File: src/sv/tcp_pkg.sv
// Shared types, codes and constants for the 8-bit timer/counter with PWM.
// No dependencies; every other file of the block imports this package.
package tcp_pkg;

    // Counter width and derived limits.
    localparam int COUNT_WIDTH = 8;
    localparam logic [COUNT_WIDTH-1:0] TOP_COUNT = {COUNT_WIDTH{1'b1}};

    // External field widths.
    localparam int VALUE_W = 8;
    localparam int PRESCALE_W = 10;
    localparam int DIV_W = PRESCALE_W + 1;
    localparam int CFG_INDEX_W = 2;
    localparam int CFG_DATA_W = 8;
    localparam int S_TDATA_W = 8;
    localparam int M_TDATA_W = 16;

    typedef enum logic [1:0] {
        WAVE_NORMAL    = 2'd0,
        WAVE_CTC       = 2'd1,
        WAVE_FAST_PWM  = 2'd2,
        WAVE_PHASE_PWM = 2'd3
    } wave_mode_t;

    // Clock select codes.
    localparam logic [2:0] CS_STOP    = 3'd0;
    localparam logic [2:0] CS_DIV1    = 3'd1;
    localparam logic [2:0] CS_DIV8    = 3'd2;
    localparam logic [2:0] CS_DIV64   = 3'd3;
    localparam logic [2:0] CS_DIV256  = 3'd4;
    localparam logic [2:0] CS_DIV1024 = 3'd5;

    // Configuration register indexes.
    localparam logic [CFG_INDEX_W-1:0] CFG_WAVE_MODE     = 2'd0;
    localparam logic [CFG_INDEX_W-1:0] CFG_CLOCK_SELECT  = 2'd1;
    localparam logic [CFG_INDEX_W-1:0] CFG_COMPARE_VALUE = 2'd2;
    localparam logic [CFG_INDEX_W-1:0] CFG_INVERT_OUTPUT = 2'd3;

    // Input item kinds.
    localparam logic ACT_TICK = 1'b0;
    localparam logic ACT_LOAD = 1'b1;

    typedef struct packed {
        wave_mode_t         wave_mode;
        logic [2:0]         clock_select;
        logic [VALUE_W-1:0] compare_value;
        logic               invert_output;
    } tcp_cfg_t;

    typedef struct packed {
        logic               wave_pin;
        logic               compare_event;
        logic               overflow_event;
        logic [VALUE_W-1:0] count_now;
    } tcp_result_t;

    // Prescaler divisor for a clock select code; zero means stopped.
    function automatic logic [DIV_W-1:0] divisor_of(input logic [2:0] sel);
        logic [DIV_W-1:0] div;
        unique case (sel)
            CS_DIV1:    div = DIV_W'(1);
            CS_DIV8:    div = DIV_W'(8);
            CS_DIV64:   div = DIV_W'(64);
            CS_DIV256:  div = DIV_W'(256);
            CS_DIV1024: div = DIV_W'(1024);
            default:    div = '0;
        endcase
        return div;
    endfunction

endpackage

File: src/sv/timer_counter_pwm_8bit_core.sv
// Flow: an accepted item waits in the input register, and its result then waits in
// the result register. Throughput: one item per cycle while the sink keeps m_tready
// high, set by the single step of the timer logic between the two registers.
// Reset: aresetn is synchronous and active low; it clears the configuration,
// the prescaler, the counter, the count direction, the waveform level and both
// valid flags. Depends on tcp_pkg, tcp_cfg_regs and tcp_timer_step.
module timer_counter_pwm_8bit_core (
    input  logic                               aclk,
    input  logic                               aresetn,
    // Input item stream.
    input  logic                               s_tvalid,
    output logic                               s_tready,
    input  logic [tcp_pkg::S_TDATA_W-1:0]      s_tdata,   // [7:0] load_value
    input  logic                               s_tuser,   // [0] action
    // Result item stream.
    output logic                               m_tvalid,
    input  logic                               m_tready,
    // [7:0] count_now, [8] overflow_event, [9] compare_event, [10] wave_pin,
    // [15:11] zero
    output logic [tcp_pkg::M_TDATA_W-1:0]      m_tdata,
    // Configuration write channel.
    input  logic                               cfg_valid,
    output logic                               cfg_ready,
    input  logic [tcp_pkg::CFG_INDEX_W-1:0]    cfg_index,
    input  logic [tcp_pkg::CFG_DATA_W-1:0]     cfg_data
);
    import tcp_pkg::*;

    tcp_cfg_t    cfg;
    tcp_result_t step_result;

    // Input register: holds one accepted item until the timer logic takes it.
    logic               in_valid_reg, in_valid_next;
    logic               in_action_reg;
    logic [VALUE_W-1:0] in_load_reg;

    // Result register: holds one finished item until the sink takes it.
    logic               out_valid_reg, out_valid_next;
    tcp_result_t        out_result_reg;

    logic advance;
    logic step;
    logic in_fire;

    // The result register can take a new item when it is empty or being drained,
    // so a full pipeline still moves one item per cycle while the sink keeps taking results.
    assign advance = !out_valid_reg || m_tready;
    assign step = in_valid_reg && advance;
    assign s_tready = !in_valid_reg || advance;
    assign in_fire = s_tvalid && s_tready;

    assign in_valid_next = in_fire ? 1'b1 : (step ? 1'b0 : in_valid_reg);
    assign out_valid_next = advance ? in_valid_reg : out_valid_reg;

    tcp_cfg_regs u_cfg_regs (
        .aclk      (aclk),
        .aresetn   (aresetn),
        .cfg_valid (cfg_valid),
        .cfg_ready (cfg_ready),
        .cfg_index (cfg_index),
        .cfg_data  (cfg_data),
        .cfg       (cfg)
    );

    // The timer state advances only when an item leaves the input register.
    tcp_timer_step u_timer_step (
        .aclk       (aclk),
        .aresetn    (aresetn),
        .cfg        (cfg),
        .step       (step),
        .action     (in_action_reg),
        .load_value (in_load_reg),
        .result     (step_result)
    );

    always_ff @(posedge aclk) begin
        if (!aresetn) begin
            in_valid_reg <= 1'b0;
            out_valid_reg <= 1'b0;
        end else begin
            in_valid_reg <= in_valid_next;
            out_valid_reg <= out_valid_next;
        end
    end

    // Payload registers carry no reset.
    always_ff @(posedge aclk) begin
        if (in_fire) begin
            in_action_reg <= s_tuser;
            in_load_reg <= s_tdata[VALUE_W-1:0];
        end
        if (step) begin
            out_result_reg <= step_result;
        end
    end

    assign m_tvalid = out_valid_reg;
    assign m_tdata = M_TDATA_W'(out_result_reg);

`ifndef NO_ASSERTIONS
    // A load item never reports an overflow or a compare match.
    assert property (@(posedge aclk) disable iff (!aresetn)
        (step && in_action_reg == ACT_LOAD) |=>
            (!out_result_reg.overflow_event && !out_result_reg.compare_event))
        else $error("load item reported a timer event");

    // Outside the PWM modes the waveform pin stays low.
    assert property (@(posedge aclk) disable iff (!aresetn)
        (step && !cfg.wave_mode[1]) |=> !out_result_reg.wave_pin)
        else $error("waveform pin driven in a non-PWM mode");

    // A result waits in the output register until it is taken.
    assert property (@(posedge aclk) disable iff (!aresetn)
        (m_tvalid && !m_tready) |=> (m_tvalid && $stable(m_tdata)))
        else $error("pending result lost or changed");
`endif

endmodule

File: src/sv/tcp_cfg_regs.sv
// Configuration register file of the timer/counter.
// Depends on tcp_pkg for the register indexes and the configuration struct.
module tcp_cfg_regs (
    input  logic                               aclk,
    input  logic                               aresetn,
    input  logic                               cfg_valid,
    output logic                               cfg_ready,
    input  logic [tcp_pkg::CFG_INDEX_W-1:0]    cfg_index,
    input  logic [tcp_pkg::CFG_DATA_W-1:0]     cfg_data,
    output tcp_pkg::tcp_cfg_t                  cfg
);
    import tcp_pkg::*;

    tcp_cfg_t cfg_reg;
    tcp_cfg_t cfg_next;

    assign cfg_ready = 1'b1;
    assign cfg = cfg_reg;

    always_comb begin
        cfg_next = cfg_reg;
        if (cfg_valid) begin
            unique case (cfg_index)
                CFG_WAVE_MODE:     cfg_next.wave_mode = wave_mode_t'(cfg_data[1:0]);
                CFG_CLOCK_SELECT:  cfg_next.clock_select = cfg_data[2:0];
                CFG_COMPARE_VALUE: cfg_next.compare_value = cfg_data[VALUE_W-1:0];
                CFG_INVERT_OUTPUT: cfg_next.invert_output = cfg_data[0];
                default:           cfg_next = cfg_reg;
            endcase
        end
    end

    always_ff @(posedge aclk) begin
        if (!aresetn) begin
            cfg_reg <= '{wave_mode: WAVE_NORMAL, clock_select: CS_STOP,
                         compare_value: '0, invert_output: 1'b0};
        end else begin
            cfg_reg <= cfg_next;
        end
    end

endmodule

File: src/sv/tcp_timer_step.sv
// Timer state (prescaler, counter, direction, waveform level) and the logic
// that advances it by one item. Depends on tcp_pkg.
module tcp_timer_step (
    input  logic                          aclk,
    input  logic                          aresetn,
    input  tcp_pkg::tcp_cfg_t             cfg,
    input  logic                          step,
    input  logic                          action,
    input  logic [tcp_pkg::VALUE_W-1:0]   load_value,
    output tcp_pkg::tcp_result_t          result
);
    import tcp_pkg::*;

    logic [PRESCALE_W-1:0]  prescale_count_reg, prescale_count_next;
    logic [COUNT_WIDTH-1:0] timer_count_reg, timer_count_next;
    logic                   counting_down_reg, counting_down_next;
    logic                   wave_level_reg, wave_level_next;

    logic [DIV_W-1:0]       div;
    logic [DIV_W-1:0]       presc_sum;
    logic                   tclk;
    logic [COUNT_WIDTH-1:0] cmp_ext;
    logic                   ovf;
    logic                   cmp;

    assign div = divisor_of(cfg.clock_select);
    assign presc_sum = DIV_W'(prescale_count_reg) + DIV_W'(1);
    assign tclk = (action == ACT_TICK) && (div != '0) && (presc_sum >= div);
    assign cmp_ext = COUNT_WIDTH'(cfg.compare_value);

    always_comb begin
        prescale_count_next = prescale_count_reg;
        timer_count_next = timer_count_reg;
        counting_down_next = counting_down_reg;
        wave_level_next = wave_level_reg;
        ovf = 1'b0;
        cmp = 1'b0;

        if (action == ACT_LOAD) begin
            timer_count_next = COUNT_WIDTH'(load_value);
            prescale_count_next = '0;
        end else if (div != '0) begin
            prescale_count_next = tclk ? '0 : presc_sum[PRESCALE_W-1:0];
        end

        if (tclk) begin
            if (cfg.wave_mode == WAVE_PHASE_PWM) begin
                if (!counting_down_reg) begin
                    if (timer_count_reg == TOP_COUNT) begin
                        counting_down_next = 1'b1;
                        timer_count_next = TOP_COUNT - COUNT_WIDTH'(1);
                    end else begin
                        timer_count_next = timer_count_reg + COUNT_WIDTH'(1);
                    end
                end else begin
                    if (timer_count_reg == '0) begin
                        counting_down_next = 1'b0;
                        timer_count_next = COUNT_WIDTH'(1);
                    end else begin
                        timer_count_next = timer_count_reg - COUNT_WIDTH'(1);
                    end
                end
                ovf = (timer_count_next == '0);
                cmp = (timer_count_next == cmp_ext);
                if (cmp) begin
                    if (cmp_ext == TOP_COUNT) begin
                        wave_level_next = 1'b1;
                    end else if (cmp_ext == '0) begin
                        wave_level_next = 1'b0;
                    end else begin
                        wave_level_next = counting_down_next;
                    end
                end
            end else begin
                cmp = (timer_count_reg == cmp_ext);
                ovf = (timer_count_reg == TOP_COUNT);
                // The counter wraps naturally from the top to zero.
                timer_count_next = timer_count_reg + COUNT_WIDTH'(1);
                if (cfg.wave_mode == WAVE_CTC && cmp) begin
                    timer_count_next = '0;
                end
                if (cfg.wave_mode == WAVE_FAST_PWM) begin
                    if (cmp) begin
                        wave_level_next = 1'b0;
                    end
                    if (timer_count_next == '0) begin
                        wave_level_next = 1'b1;
                    end
                end
            end
        end
    end

    always_comb begin
        result.count_now = timer_count_next[VALUE_W-1:0];
        result.overflow_event = ovf;
        result.compare_event = cmp;
        result.wave_pin = cfg.wave_mode[1] ? (wave_level_next ^ cfg.invert_output) : 1'b0;
    end

    always_ff @(posedge aclk) begin
        if (!aresetn) begin
            prescale_count_reg <= '0;
            timer_count_reg <= '0;
            counting_down_reg <= 1'b0;
            wave_level_reg <= 1'b0;
        end else if (step) begin
            prescale_count_reg <= prescale_count_next;
            timer_count_reg <= timer_count_next;
            counting_down_reg <= counting_down_next;
            wave_level_reg <= wave_level_next;
        end
    end

endmodule
File: config.mk
export PLATFORM = sky130hd
export DESIGN_NAME = timer_counter_pwm_8bit_core
export DESIGN_NICKNAME = d
export VERILOG_FILES = /design/src/sv/tcp_pkg.sv /design/src/sv/timer_counter_pwm_8bit_core.sv /design/src/sv/tcp_cfg_regs.sv /design/src/sv/tcp_timer_step.sv
export SDC_FILE = /design/constraint.sdc
export NUM_CORES = 1
export LEC_CHECK = 0
export ABC_AREA = 1
export BUFFER_PORTS_ARGS = -buffer_cell sky130_fd_sc_hd__buf_4
export CAP_MARGIN = 20
export CORE_AREA = 5 5 130 132
export DETAILED_ROUTE_END_ITERATION = 7
export DIE_AREA = 0 0 135 137
export PLACE_DENSITY = 0.51
export SKIP_LAST_GASP = 1
export SLEW_MARGIN = 25
export SYNTH_ARGS = -nofsm -noshare
export SYNTH_HDL_FRONTEND = slang
export SYNTH_SLANG_ARGS = --single-unit
File: constraint.sdc
create_clock -name aclk -period 2.6 [get_ports aclk]
set_input_delay 0.39 -clock aclk [delete_from_list [all_inputs] [get_ports aclk]]
set_output_delay 0.39 -clock aclk [all_outputs]
set_load 0.1 [all_outputs]
==> impl_metrics.json, run 1 <==
{
  "cp.depth": 15,
  "muxShareOfSynthArea_pct": 0,
  "rsz0062_at_grt": "yes",
  "worstSkewPairLatency_ps": 310,
  "grt_pass1_wl_mm": 18.8,
  "timing.critical_path.fanout_max": 6,
  "synth_most_common_cell": "nand2_1",
  "cts-buffers-inserted": 5,
  "swShare_pct": 34.6,
  "dieArea_sq_um": 18500,
  "setup_tns_ps": 0,
  "synthTopCellsByCount": "nand2_1 (165), inv_1 (68), nand3_1 (56)",
  "p_int_mw": 1.51,
  "relSlewSlack_pct": 46.5,
  "synth_cell_type_count": 35,
  "seq_area_sq_um": 1330,
  "synthArstFlopShare_pct": 0,
  "cts.clk_slew.worst_paths_ps": 80,
  "yosys.area.top_type": "dfxtp_1",
  "cpMaxStageDelayCell": "dfxtp_2",
  "htreeDepth": 2,
  "synth_compound_area_share_pct": 12.2,
  "fill_cells": 1719,
  "synth_area_sq_um": 3790,
  "yosys-top-cells-area": "dfxtp_1 (19%), nand2_1 (16%), edfxtp_1 (16%)",
  "drc": 0,
  "p_leak_nw": 2.13,
  "hold_start": "s_tdata[4]",
  "synth_xor_area_share_pct": 1.16,
  "worstSetupStartpoint": "u_timer_step.prescale_count_reg[1]",
  "drtAntennaViolNets": 0,
  "detailed_place_hpwl_mm": 9.21,
  "globalplace.congestion": 0.924,
  "synth_top_flop_cell": "dfxtp_1",
  "fp.dieH_microns": 137,
  "fin_nets": 678,
  "min_period_ps": 2540,
  "antenna_cells": 0,
  "fmax_mhz": 394,
  "wl_per_cell_microns": 13.5,
  "largest_reg_flops": 14,
  "drive_gt1_share_pct": 20.4,
  "clk_path_buf_depth": 2,
  "combPwrFrac_pct": 26.3,
  "area_delta_synth_final_pct": 26.6,
  "drt_first_pass_iters": 5,
  "grt_start_max_net_pins": 22,
  "p_total_mw": 2.31,
  "start_kind": "flop",
  "arrival_ps": 2610,
  "worstMarginPinSlew_ps": 802,
  "core_sq_um": 15600,
  "power_switching_uw": 800,
  "cts_hold_buffers": 0,
  "syn_avg_cell_area_sq_um": 6.56,
  "yosysSeqAreaShare_pct": 34.9,
  "rr_startpoint": "u_timer_step.prescale_count_reg[1]",
  "seq_power_share_pct": 42.6,
  "path_class": "flop to flop",
  "root_buffer": "clkbuf_16",
  "r2r-end": "m_tdata[10]",
  "cp-endpoint": "m_tdata[10]",
  "synth_seq_cells": 56,
  "period_share_pct": 97.6,
  "drt_first_iter_violations": 265,
  "yosys.area_share.adder_pct": 2.97,
  "clkPwrFrac_pct": 31.1,
  "initial_core_util_pct": 24.3,
  "slew_viol_final": 0,
  "gr-total-overflow": 0,
  "utilization_pct": 30.8,
  "rrSetupSlack_ps": 60,
  "rows": 46,
  "post_cts_buffers": 0,
  "critical_path.cell_chain": "ha_4 > nand3_4 > nor3_4 > nand2_2 > xor2_1 > inv_1 > ha_4 > nand4_1 > nand3b_1 > nand3_2 > nand2_4 > nor2_1 > nand2_1 > a21oi_1 > nor2_1",
  "antenna_found_initial": 0,
  "grt_pass1_vias": 3808,
  "synth_top_family_by_area": "simple AND/OR/NAND/NOR gates",
  "clock_skew_ps": 10.2,
  "synth_edf_count": 20,
  "r2r_cells": 15,
  "crit_family": "simple AND/OR/NAND/NOR gates",
  "crit_path_end_kind": "flop",
  "cts_sinks": 56,
  "hold_class": "input pin to flop",
  "cts_tree": "built",
  "syn_inst": 578,
  "finalHoldViolCount": 0,
  "viasPerCell": 4.52,
  "routed_wl_mm": 11.6,
  "io_buffer_count": 36,
  "power_density_nw_per_um2": 481,
  "setup_viol": 0,
  "multi_input_area_sq_um": 2180,
  "die_x_microns": 135,
  "irDropWorstVdd_uv": 267,
  "drv_cap": 0,
  "vias": 3897,
  "critPathBufInv": 1,
  "synth_top_area_share_pct": 19.0,
  "synth.yosys.warnings": 0,
  "num_io_pins": 43,
  "critical-path-max-stage-delay_ps": 360,
  "required_ps": 2670,
  "status": "finished clean",
  "synth-simple-area-share_pct": 37.9,
  "grt_usage_pct": 12.8
}
-- cells in the final DEF, fill, tap and decap left out, types with 7 or more instances in the layout --
| cell | Yosys | final |
|---|---|---|
| nand2_2 | 10 | 14 |
| inv_1 | 68 | 66 |
| a21oi_1 | 34 | 33 |
| o21ai_0 | 41 | 37 |
| buf_4 | 6 | 78 |
| nand2_1 | 165 | 160 |
| nor2_2 | 3 | 7 |
| ha_1 | 9 | 7 |
| o21ai_1 | 3 | 7 |
| nand4_1 | 27 | 27 |
| edfxtp_1 | 20 | 20 |
| nor2_1 | 48 | 44 |
| dfxtp_1 | 36 | 33 |
| nand3_1 | 56 | 51 |
-- worst min-delay path by stage --
| stage | endpoint | slack (ps) | cells after the start |
|---|---|---|---|
| 2_1_floorplan | u_cfg_regs.cfg[0] | 450 | 2 |
| 3_3_place_gp | u_timer_step.prescale_count_reg[6] | 490 | 2 |
| 3_5_place_dp | u_timer_step.prescale_count_reg[6] | 480 | 2 |
| 4_1_cts | in_load_reg[4] | 250 | 1 |
| 5_1_grt | in_action_reg | 240 | 1 |
| 6_report | in_load_reg[4] | 260 | 1 |
-- power groups by stage --
stage                     Clock, mW  Sequential, mW  Combinational, mW
after global routing          0.784           0.989              0.669
after floorplan                   0            1.07              0.346
after detailed placement          0            1.00              0.598
after CTS                     0.752           0.984              0.600
after global placement            0            1.01              0.600
final                         0.720           0.983              0.607
-- area by class of cell --
class | instances | area share (%)
sequential | 56 | 27.6
inverter | 72 | 5.63
tap | 216 | 5.63
timing repair buffer | 79 | 12.4
clock inverter | 3 | 0.574
multi-input combinational | 431 | 45.5
clock buffer | 5 | 2.61
-- layer usage --
layer	vias up	wire length [microns]	track usage [%]
met5	-	0	0
met4	0	392	4.42
met3	27	477	2.79
met2	97	5850	23.7
met1	1740	4900	14.5
li1	2033	-	-
-- stage by stage --
step	cell area, sq um	worst slack (ps)	cells	hold slack [ps]
after floorplan	3820	16.0	582	450
after global placement	4550	15.2	854	490
after detailed placement	4550	40.2	854	484
after CTS	4700	30.4	862	246
after global routing	4800	-113	862	242
final	4800	63.3	862	255
-- kinds of logic after synthesis --
group | after synthesis
flip-flops | 56
AND/OR/NAND/NOR | 324
adder cells (fa/ha/maj) | 9
AO/OA/AOI/OAI | 87
XOR/XNOR | 5
buffers and inverters | 95
other | 2
-- repair_timing --
item,in CTS,in global routing
setup endpoints to repair,0,31
hold endpoints to repair,0,0
gates resized for setup,0,29
No activity file was read; power rests on OpenSTA's default activity.
==> run 2, diff against run 1 <==
--- a/config.mk
+++ b/config.mk
@@ -5,13 +5,13 @@
 export SDC_FILE = /design/constraint.sdc
 export NUM_CORES = 1
 export LEC_CHECK = 0
-export ABC_AREA = 1
+export ABC_AREA = 0
 export BUFFER_PORTS_ARGS = -buffer_cell sky130_fd_sc_hd__buf_4
 export CAP_MARGIN = 20
-export CORE_AREA = 5 5 130 132
+export CORE_AREA = 2 2 124 126
 export DETAILED_ROUTE_END_ITERATION = 7
-export DIE_AREA = 0 0 135 137
-export PLACE_DENSITY = 0.51
+export DIE_AREA = 0 0 126 128
+export PLACE_DENSITY = 0.52
 export SKIP_LAST_GASP = 1
 export SLEW_MARGIN = 25
 export SYNTH_ARGS = -nofsm -noshare
==> run 2 against run 1 <==
Net effect: combinational power decreased by 22%; register-to-register slack got worse by 580 ps; non-clock buffer count increased by 46; worst hold slack got worse by 1.3 ps; sequential power decreased by 2%; final cell count decreased by 19%; clock-buffer cell count unchanged; sequential cell count unchanged; the run now ends with setup timing left.
==> impl_metrics.json, run 2 <==
{
  "required_ps": 2660,
  "synth_edf_count": 20,
  "viasPerCell": 4.75,
  "place_inst": 687,
  "fill_cells": 1559,
  "swShare_pct": 30.5,
  "cpMaxStageDelayCell": "a2111o_1",
  "drtAntennaViolNets": 0,
  "wl_per_cell_microns": 14.8,
  "irDropWorstVdd_uv": 268,
  "synthArstFlopShare_pct": 0,
  "instances_no_fill": 702,
  "globalplace.congestion": 0.949,
  "violations": "setup timing",
  "grt_usage_pct": 12.9,
  "rows": 45,
  "crit_path_end_kind": "flop",
  "vias": 3332,
  "p_total_mw": 2.15,
  "syn_avg_cell_area_sq_um": 8.86,
  "timing.critical_path.fanout_max": 6,
  "postLayoutSetupSlackWorst_ps": -514,
  "start_kind": "flop",
  "finalHoldViolCount": 0,
  "fmax_mhz": 321,
  "period_share_pct": 120,
  "synth_top_flop_cell": "dfxtp_1",
  "multi_input_area_sq_um": 2320,
  "drive_gt1_share_pct": 34.6,
  "yosys.area.top_type": "dfxtp_1",
  "grt_start_max_net_pins": 23,
  "p_int_mw": 1.49,
  "critical_path.cell_chain": "ha_4 > and3_4 > and3_4 > buf_4 > xor2_2 > ha_1 > nand2_2 > a211oi_1 > a2111o_1 > o32ai_4 > or2_4 > a21oi_2 > a2bb2oi_2 > mux2i_1",
  "clock_skew_ps": 4.65,
  "arrival_ps": 3170,
  "critPathBufInv": 1,
  "synth.yosys.warnings": 0,
  "rrSetupSlack_ps": -510,
  "most-common-layout-cells": "buf_4 (119), nor2_1 (38), nand2_1 (36)",
  "cts_hold_buffers": 0,
  "combPwrFrac_pct": 22.0,
  "io_buffer_count": 36,
  "core_sq_um": 14900,
  "die_x_microns": 126,
  "synthTopCellsByCount": "nor2_1 (42), nand2_1 (37), dfxtp_1 (36)",
  "synth_area_sq_um": 3620,
  "cts.clk_slew.worst_paths_ps": 80,
  "cts_sinks": 56,
  "worstMarginPinSlew_ps": 722,
  "drt_first_iter_violations": 133,
  "cts-buffers-inserted": 5,
  "drv_cap": 0,
  "drt_first_pass_iters": 6,
  "area_delta_synth_final_pct": 38.6,
  "rsz0062_at_grt": "yes",
  "relSlewSlack_pct": 51.6,
  "detailed_place_hpwl_mm": 7.87,
  "synth_seq_cells": 56,
  "yosysSeqAreaShare_pct": 36.5,
  "slew_viol_final": 0,
  "utilization_pct": 33.8,
  "hold_class": "input pin to flop",
  "min_period_ps": 3110,
  "critical-path-max-stage-delay_ps": 430,
  "worstSkewPairLatency_ps": 310,
  "clk_path_buf_depth": 2,
  "largest_reg_flops": 14,
  "root_buffer": "clkbuf_16",
  "initial_core_util_pct": 24.4,
  "crit_path_frequent_cell": "and3_4",
  "power_density_nw_per_um2": 428,
  "final_common_cell": "buf_4",
  "routed_wl_mm": 10.4,
  "gr-total-overflow": 0,
  "htreeDepth": 2,
  "fin_nets": 546,
  "power_switching_uw": 655,
  "crit_family": "compound AO/OA/AOI/OAI gates",
  "synth_most_common_cell": "nor2_1",
  "path_class": "flop to flop",
  "cts_tree": "built",
  "antenna_cells": 0,
  "synth_cell_type_count": 61,
  "grt_pass1_wl_mm": 16.7,
  "antenna_found_initial": 0,
  "p_leak_nw": 2.09,
  "dieArea_sq_um": 16100,
  "syn_inst": 409,
  "grt_pass1_vias": 3416,
  "seq_power_share_pct": 45.0,
  "num_io_pins": 43,
  "clkPwrFrac_pct": 33.0,
  "drc": 0,
  "setup_viol": 31,
  "seq_area_sq_um": 1330,
  "status": "finished with violations",
  "fp.dieH_microns": 128,
  "synth_top_area_share_pct": 19.9,
  "yosys-top-cells-area": "dfxtp_1 (20%), edfxtp_1 (17%), mux2i_1 (8.8%)"
}
[run 2: path summary, 6_finish.rpt]
path / startpoint / to / cells after the start
setup / recovery: u_timer_step.prescale_count_reg[0] / m_tdata[10] / 14
hold / removal: s_tdata[5] / in_load_reg[5] / 1
setup reg to reg: u_timer_step.prescale_count_reg[0] / m_tdata[10] / 14
hold reg to reg: in_valid_reg / m_tvalid / 2
[run 2: power groups by stage]
stage               logic, mW  clock network [mW]  registers, mW
finish                  0.472               0.709          0.967
global route            0.506               0.765          0.972
CTS                     0.460               0.736          0.968
detailed placement      0.443                   0          0.988
global placement        0.440                   0          0.988
floorplan               0.235                   0           1.04
[run 2: layout make-up]
class	count	area share [%]
Clock buffer	5	2.49
Clock inverter	3	0.498
Inverter	8	0.598
Multi-Input combinational cell	317	46.1
Sequential cell	56	26.4
Tap cell	188	4.68
Timing Repair Buffer	125	19.1
[run 2: stage by stage]
stage	setup TNS (ps)	cell area, sq um	setup slack, ps	hold slack, ps
6_report	-13130	5020	-514	254
5_1_grt	-17310	5020	-651	238
4_1_cts	-15250	4900	-553	242
2_1_floorplan	-15440	3680	-640	478
3_5_place_dp	-15670	4640	-580	504
3_3_place_gp	-14460	4640	-547	498
[run 2: logic make-up (layout without fill, tap and decap cells)]
group / after synthesis / count (layout) / share of synthesized area [%]
AND/OR/NAND/NOR: 160 / 161 / 22.8
AO/OA/AOI/OAI: 79 / 79 / 16.2
flip-flops: 56 / 56 / 36.5
buffers and inverters: 41 / 141 / 5.08
multiplexers: 32 / 32 / 8.84
XOR/XNOR: 30 / 30 / 7.25
adder cells (fa/ha/maj): 9 / 9 / 3.11
other: 2 / 6 / 0.207
[run 2: timing repair]
| action | in CTS | in global routing |
|---|---|---|
| endpoints found under the setup margin | 31 | 31 |
| cloned | 1 | 1 |
| buffers inserted | 3 | 2 |
| pin swaps | 13 | 9 |
| gates resized for setup | 16 | 25 |
[run 2: layer usage]
layer | share of wire (%) | GRT usage [%] | up-vias
li1 | - | - | 1673
met1 | 44 | 15.4 | 1594
met2 | 50 | 22.6 | 51
met3 | 3.2 | 2.88 | 14
met4 | 2.1 | 5.17 | 0
met5 | 0 | 0 | -
